File: config.mk
export PLATFORM = sky130hd
export DESIGN_NAME = mbd_ctrl
export DESIGN_NICKNAME = d
export VERILOG_FILES = /design/src/rtl/mbd_pkg.sv /design/src/rtl/mbd_ctrl.sv
export SDC_FILE = /design/constraint.sdc
export NUM_CORES = 1
export LEC_CHECK = 0
export BUFFER_PORTS_ARGS = -buffer_cell sky130_fd_sc_hd__clkbuf_2
export CAP_MARGIN = 20
export CORE_MARGIN = 2
export CORE_UTILIZATION = 50
export DETAILED_ROUTE_END_ITERATION = 7
export GPL_ROUTABILITY_DRIVEN = 0
export PLACE_DENSITY_LB_ADDON = 0.08
export SETUP_SLACK_MARGIN = 0.05
export SYNTH_ARGS = -nofsm -noshare
export SYNTH_HDL_FRONTEND = slang
export SYNTH_SLANG_ARGS = --single-unit
File: constraint.sdc
create_clock -name clock -period 3.9 [get_ports clock]
set_input_delay 0.78 -clock clock [delete_from_list [all_inputs] [get_ports clock]]
set_output_delay 0.78 -clock clock [all_outputs]
set_load 0.02 [all_outputs]
File: src/rtl/mbd_pkg.sv
// Shared types and constants of the mipmap box downsampler.
// Used by mbd_ctrl, mbd_datapath and the top level; no dependencies.
`timescale 1ns / 1ps

package mbd_pkg;

   localparam int MAX_WIDTH   = 4096;
   localparam int MAX_HEIGHT  = 4096;
   localparam int DIM_W       = 13;
   localparam int COUNT_W     = 12;
   localparam int LINE_DEPTH  = MAX_WIDTH / 2;
   localparam int LINE_ADDR_W = $clog2(LINE_DEPTH);
   localparam int ROOT_STEPS  = 27;
   localparam int STEP_W      = 5;
   localparam int DIV_STEPS   = 17;
   localparam int ROOT_W      = 54;
   localparam int LEN_W       = 27;
   localparam int REM_W       = 28;
   localparam int Q_W         = 17;

   typedef enum logic [1:0] {
      CSR_IMAGE_WIDTH   = 2'd0,
      CSR_IMAGE_HEIGHT  = 2'd1,
      CSR_NORMAL_SELECT = 2'd2
   } csr_index_type;

   typedef logic [3:0][7:0] pixel_type;
   typedef logic [3:0][8:0] pair_type;
   typedef logic [3:0][9:0] total_type;

   typedef struct packed {
      logic                   accept;
      logic [LINE_ADDR_W-1:0] rd_addr;
      logic                   hold_write;
      logic                   line_write;
      logic [LINE_ADDR_W-1:0] wr_addr;
      logic                   sel_w1;
      logic                   sel_h1;
      logic                   tot_load;
      logic                   square;
      logic                   sum_load;
      logic                   root_step;
      logic [STEP_W-1:0]      root_k;
      logic                   div_load;
      logic                   div_step;
      logic                   out_load;
      logic                   out_single;
      logic                   out_normal;
      logic                   out_eor;
      logic                   out_eoi;
   } cmd_type;

   typedef struct packed {
      logic zero_vec;
   } status_type;

endpackage

File: src/rtl/mbd_ctrl.sv
// Controller of the mipmap box downsampler: configuration, raster position and sequencing.
// Depends on mbd_pkg; drives the command struct of mbd_datapath.
`timescale 1ns / 1ps

module mbd_ctrl (
   input  logic                    clock,
   input  logic                    reset,
   input  logic                    csr_write_enable,
   input  logic [1:0]              csr_index,
   input  logic [mbd_pkg::DIM_W-1:0] csr_write_data,
   input  logic                    req_valid,
   output logic                    req_stall,
   output logic                    rsp_valid,
   input  logic                    rsp_stall,
   input  mbd_pkg::status_type     status,
   output mbd_pkg::cmd_type        cmd
);

   typedef enum logic [2:0] {
      ST_IDLE, ST_PAIR, ST_SQUARE, ST_SUM, ST_ROOT, ST_DIV_LOAD, ST_DIV, ST_FINISH
   } state_type;

   typedef struct packed {
      logic                            single;
      logic                            w1;
      logic                            h1;
      logic                            hold;
      logic                            even_row;
      logic                            eor;
      logic                            eoi;
      logic [mbd_pkg::LINE_ADDR_W-1:0] ox;
   } item_type;

   state_type                      state_ff, state_in;
   logic [mbd_pkg::DIM_W-1:0]      width_ff, width_in, height_ff, height_in;
   logic                           normal_ff, normal_in;
   logic [mbd_pkg::COUNT_W-1:0]    col_ff, col_in, row_ff, row_in;
   item_type                       item_ff, item_in;
   logic [mbd_pkg::STEP_W-1:0]     step_ff, step_in;
   logic                           rsp_valid_ff, rsp_valid_in;

   logic [mbd_pkg::DIM_W-1:0]       w_eff, h_eff;
   logic                            w_one, h_one, accept, out_free;
   logic [mbd_pkg::LINE_ADDR_W-1:0] ox, oy;
   logic [mbd_pkg::COUNT_W-1:0]     ow, oh;

   always_comb begin
      if (width_ff == '0) begin
         w_eff = mbd_pkg::DIM_W'(1);
      end else if (width_ff > mbd_pkg::DIM_W'(mbd_pkg::MAX_WIDTH)) begin
         w_eff = mbd_pkg::DIM_W'(mbd_pkg::MAX_WIDTH);
      end else begin
         w_eff = width_ff;
      end
      if (height_ff == '0) begin
         h_eff = mbd_pkg::DIM_W'(1);
      end else if (height_ff > mbd_pkg::DIM_W'(mbd_pkg::MAX_HEIGHT)) begin
         h_eff = mbd_pkg::DIM_W'(mbd_pkg::MAX_HEIGHT);
      end else begin
         h_eff = height_ff;
      end
      w_one = (w_eff == mbd_pkg::DIM_W'(1));
      h_one = (h_eff == mbd_pkg::DIM_W'(1));
      ox    = w_one ? '0 : col_ff[mbd_pkg::COUNT_W-1:1];
      oy    = h_one ? '0 : row_ff[mbd_pkg::COUNT_W-1:1];
      ow    = (w_eff[mbd_pkg::DIM_W-1:1] == '0) ? mbd_pkg::COUNT_W'(1)
                                                 : w_eff[mbd_pkg::DIM_W-1:1];
      oh    = (h_eff[mbd_pkg::DIM_W-1:1] == '0) ? mbd_pkg::COUNT_W'(1)
                                                 : h_eff[mbd_pkg::DIM_W-1:1];
   end

   assign req_stall = reset || (state_ff != ST_IDLE);
   assign accept    = req_valid && !req_stall;
   assign out_free  = !rsp_valid_ff || !rsp_stall;
   assign rsp_valid = rsp_valid_ff;

   always_comb begin
      state_in     = state_ff;
      width_in     = width_ff;
      height_in    = height_ff;
      normal_in    = normal_ff;
      col_in       = col_ff;
      row_in       = row_ff;
      item_in      = item_ff;
      step_in      = step_ff;
      rsp_valid_in = rsp_valid_ff && rsp_stall;
      cmd          = '0;
      cmd.rd_addr    = ox;
      cmd.wr_addr    = item_ff.ox;
      cmd.sel_w1     = item_ff.w1;
      cmd.sel_h1     = item_ff.h1;
      cmd.root_k     = step_ff;
      cmd.out_single = item_ff.single;
      cmd.out_normal = normal_ff && !item_ff.single;
      cmd.out_eor    = item_ff.eor;
      cmd.out_eoi    = item_ff.eoi;

      // config writes restart the level
      if (csr_write_enable) begin
         case (csr_index)
            mbd_pkg::CSR_IMAGE_WIDTH: begin
               width_in = csr_write_data;
               col_in   = '0;
               row_in   = '0;
            end
            mbd_pkg::CSR_IMAGE_HEIGHT: begin
               height_in = csr_write_data;
               col_in    = '0;
               row_in    = '0;
            end
            mbd_pkg::CSR_NORMAL_SELECT: begin
               normal_in = csr_write_data[0];
               col_in    = '0;
               row_in    = '0;
            end
            default: begin
            end
         endcase
      end

      case (state_ff)
         ST_IDLE: begin
            if (accept) begin
               cmd.accept       = 1'b1;
               item_in.single   = w_one && h_one;
               item_in.w1       = w_one;
               item_in.h1       = h_one;
               item_in.hold     = !w_one && !col_ff[0];
               item_in.even_row = !row_ff[0];
               item_in.ox       = ox;
               item_in.eor      = ({1'b0, ox} + mbd_pkg::COUNT_W'(1)) == ow;
               item_in.eoi      = item_in.eor
                                  && (({1'b0, oy} + mbd_pkg::COUNT_W'(1)) == oh);
               if ({1'b0, col_ff} + mbd_pkg::DIM_W'(1) >= w_eff) begin
                  col_in = '0;
                  row_in = ({1'b0, row_ff} + mbd_pkg::DIM_W'(1) >= h_eff)
                           ? '0 : row_ff + mbd_pkg::COUNT_W'(1);
               end else begin
                  col_in = col_ff + mbd_pkg::COUNT_W'(1);
               end
               state_in = ST_PAIR;
            end
         end
         ST_PAIR: begin
            if (item_ff.single) begin
               state_in = ST_FINISH;
            end else if (item_ff.hold) begin
               cmd.hold_write = 1'b1;
               state_in       = ST_IDLE;
            end else if (!item_ff.h1 && item_ff.even_row) begin
               cmd.line_write = 1'b1;
               state_in       = ST_IDLE;
            end else begin
               cmd.tot_load = 1'b1;
               state_in     = normal_ff ? ST_SQUARE : ST_FINISH;
            end
         end
         ST_SQUARE: begin
            cmd.square = 1'b1;
            state_in   = ST_SUM;
         end
         ST_SUM: begin
            cmd.sum_load = 1'b1;
            step_in      = mbd_pkg::STEP_W'(mbd_pkg::ROOT_STEPS - 1);
            state_in     = status.zero_vec ? ST_FINISH : ST_ROOT;
         end
         ST_ROOT: begin
            cmd.root_step = 1'b1;
            if (step_ff == '0) begin
               state_in = ST_DIV_LOAD;
            end else begin
               step_in = step_ff - mbd_pkg::STEP_W'(1);
            end
         end
         ST_DIV_LOAD: begin
            cmd.div_load = 1'b1;
            step_in      = mbd_pkg::STEP_W'(mbd_pkg::DIV_STEPS - 1);
            state_in     = ST_DIV;
         end
         ST_DIV: begin
            cmd.div_step = 1'b1;
            if (step_ff == '0) begin
               state_in = ST_FINISH;
            end else begin
               step_in = step_ff - mbd_pkg::STEP_W'(1);
            end
         end
         ST_FINISH: begin
            // wait here while the previous result still sits in the output register
            if (out_free) begin
               cmd.out_load = 1'b1;
               rsp_valid_in = 1'b1;
               state_in     = ST_IDLE;
            end
         end
         default: begin
            state_in = ST_IDLE;
         end
      endcase
   end

   always_ff @(posedge clock) begin
      if (reset) begin
         state_ff     <= ST_IDLE;
         width_ff     <= mbd_pkg::DIM_W'(1);
         height_ff    <= mbd_pkg::DIM_W'(1);
         normal_ff    <= 1'b0;
         col_ff       <= '0;
         row_ff       <= '0;
         item_ff      <= '0;
         step_ff      <= '0;
         rsp_valid_ff <= 1'b0;
      end else begin
         state_ff     <= state_in;
         width_ff     <= width_in;
         height_ff    <= height_in;
         normal_ff    <= normal_in;
         col_ff       <= col_in;
         row_ff       <= row_in;
         item_ff      <= item_in;
         step_ff      <= step_in;
         rsp_valid_ff <= rsp_valid_in;
      end
   end

endmodule

==> impl_metrics.yaml <==
global_route:
  track_usage: 0.246
  grt_pass1_wl_microns: 22200
  grt_pass1_vias: 4539
  antenna_found_initial: 0
  grt_max_degree: 74
  overflow: 0
setup_path:
  r2r_cells: 12
  worst_setup_path_start_kind: "flop"
  crit_fanout: 6
  endpoint_kind: "flop"
  setup.reg_to_reg.worst_slack_ns: 0.47
  crit_required_ns: 4.19
  arrival_ns: 3.72
  crit_type: "flop to flop"
  r2r_end: "row_ff[10]"
  reg2reg_from: "col_ff[1]"
clock_tree:
  h-tree-depth: 3
  cts_tree: "done"
  post-cts-setup-buffers: 0
  numClockSinks: 78
  cts_root_buffer: "clkbuf_8"
  clkLatencyLatePin_ns: 0.36
  cts.path.max_buffers: 2
  cts-buffers-inserted: 9
  cts_resized: 0
  cts_hold_buf: 0
  clk_pin_slew_ns: 0.09
detailed_routing:
  drtIter0Drc: 423
  detailroute.via_count: 4914
  drc: 0
  drt-total-wl_microns: 13500
  ant_nets: 0
  viasPerCell: 5.64
  drtPass1Iterations: 7
  wl_per_cell_microns: 15.6
timing:
  rsz0062_at_grt: "false"
  maxSlewHeadroom: 0.458
  final-setup-viol-count: 0
  holdWs_ns: 0.476
  period_needed_ns: 3.43
  setup_slack_ns: 0.466
  worst_pin_slew_ns: 0.807
  hold_viol: 0
  fin_crit_sh: 0.880
  tns_ns: 0
  maxClockFrequency_ghz: 0.291
  clock_skew_ns: 0.00858
  report.final.slew_viol_count: 0
cells_and_area:
  fin_cells: 871
  layout_common_cells: "nand2_1 (120), dfxtp_1 (78), clkbuf_2 (65)"
  utilization: 0.558
  antenna_cells: 0
  area_growth_pct: 9.00
  final_cell_area_sq_mm: 0.00571
  seqCellArea_sq_mm: 0.00156
  multiInputGateArea_sq_mm: 0.00328
  nFillCells: 973
  drive_gt1_frac: 0.141
  final_common_cell: "nand2_1"
  final_nets: 782
run_status:
  outcome: "finished clean"
synth:
  synth.area.top_cells: "dfxtp_1 (30%), nand2_1 (8.6%), ha_1 (7.4%), a21oi_1 (4.9%), nor2_1 (4.4%)"
  synth-main-ff-cell: "dfxtp_1"
  synth-async-reset-ratio: 0
  syn_area_per_cell_sq_um: 7.46
  yosysTopAreaCellShare: 0.298
  syn_nets: 755
  synth_cell_type_count: 62
  yosys_warnings: 0
  netlist_area_sq_mm: 0.00524
  yosysSeqAreaShare: 0.298
  ys_ff_latch: 78
  netlist_instances: 703
  synth_edf_count: 0
  yosysTopAreaCell: "dfxtp_1"
die:
  die_x_microns: 106
  die_h_microns: 106
  die_area_sq_mm: 0.0113
  num_io_pins: 66
  fp-row-count: 37
  start_util: 0.512
  core_area_sq_mm: 0.0102
power_and_ir_drop:
  sw_frac_of_total: 0.347
  cellLeakagePower_nw: 2.43
  power_density_mw_per_mm2: 362
  irDropWorstVdd_v: 0.000204
  comb_power_share: 0.255
  p_int_mw: 1.35
  power_frac_seq: 0.441
  power_switching_uw: 718
  pwr-share-clk: 0.304
  finalPower_mw: 2.07
min_path:
  hold_path_class: "flop to flop"
  hold_path_depth: 2
  min_from: "width_ff[6]"
  holdPathEnd: "width_ff[6]"
place:
  dp_hpwl_microns: 10400
  dp_slack_ns: 0.493
  place_area_sq_mm: 0.00550
  place_inst: 855
  io_buffers: 65
job:
  max-cap-violations: 0
cell usage after synthesis (12+ instances only):
cell / instances
ha_1: 31
inv_1: 22
buf_4: 17
and2_1: 19
nor2_1: 62
nor3_1: 18
a21oi_1: 51
o21ai_0: 15
clkbuf_1: 36
nand2_1: 120
dfxtp_1: 78
a22oi_1: 12
xor2_1: 14
nand3b_1: 17
nand3_1: 31
xnor2_1: 19
state kept, by name, summed over array words and instances, names as in the netlist, 2 cells and up:
| signal | cells |
|---|---|
| cmd | 16 |
| item_ff | 2 |
| width_ff | 13 |
| row_ff | 12 |
| height_ff | 13 |
| state_ff | 3 |
| col_ff | 12 |
| step_ff | 5 |
area by class of cell:
type | instances | area share
tap | 136 | 0.0298
multi-input combinational | 543 | 0.575
sequential | 78 | 0.273
timing repair buffer | 74 | 0.0688
clock inverter | 6 | 0.0125
clock buffer | 10 | 0.0241
inverter | 24 | 0.0166
cell families after synthesis:
| group | count (synthesis) | share of synthesized area |
|---|---|---|
| xor gates and xnor gates | 35 | 0.0637 |
| buffers and inverters | 82 | 0.0754 |
| and+or+nand+nor | 333 | 0.309 |
| adders and majority gates | 31 | 0.0740 |
| AOI/OAI and AO/OA | 139 | 0.170 |
| DFF | 78 | 0.298 |
| muxes | 5 | 0.00979 |
routing by layer:
layer  wire [microns]  GRT usage
met1             6550      0.351
met2             5960      0.371
met3              786     0.0417
met4              245     0.0902
met5                0          0
critical path, stage by stage (launching register included):
cell and delay, ns:
dfxtp_1 0.46, nand3_1 0.23, nor2_1 0.22, nand3_1 0.14, and2_1 0.20, or2_2 0.30, ha_1 0.30, a21o_1 0.16
a211o_1 0.33, a21oi_1 0.26, a211oi_2 0.17, or3_1 0.43, o21ai_0 0.18
how the worst max path moves through the flow:
stage | endpoint | from | depth (start not counted) | slack, ns
floorplan | row_ff[10] | col_ff[3] | 13 | 0.84
global placement | row_ff[4] | col_ff[1] | 12 | 0.58
detailed placement | row_ff[8] | col_ff[1] | 12 | 0.49
CTS | row_ff[10] | col_ff[1] | 12 | 0.46
global route | row_ff[10] | col_ff[1] | 12 | 0.18
finish | row_ff[10] | col_ff[1] | 12 | 0.47
power by group through the flow:
stage | Sequential [mW] | Combinational, mW | Clock (mW)
4_1_cts | 0.913 | 0.523 | 0.650
3_5_place_dp | 0.932 | 0.522 | 0
2_1_floorplan | 0.908 | 0.413 | 0
5_1_grt | 0.926 | 0.585 | 0.688
3_3_place_gp | 0.929 | 0.513 | 0
6_report | 0.914 | 0.527 | 0.629
Note: power is estimated with default switching activity, not from simulation.
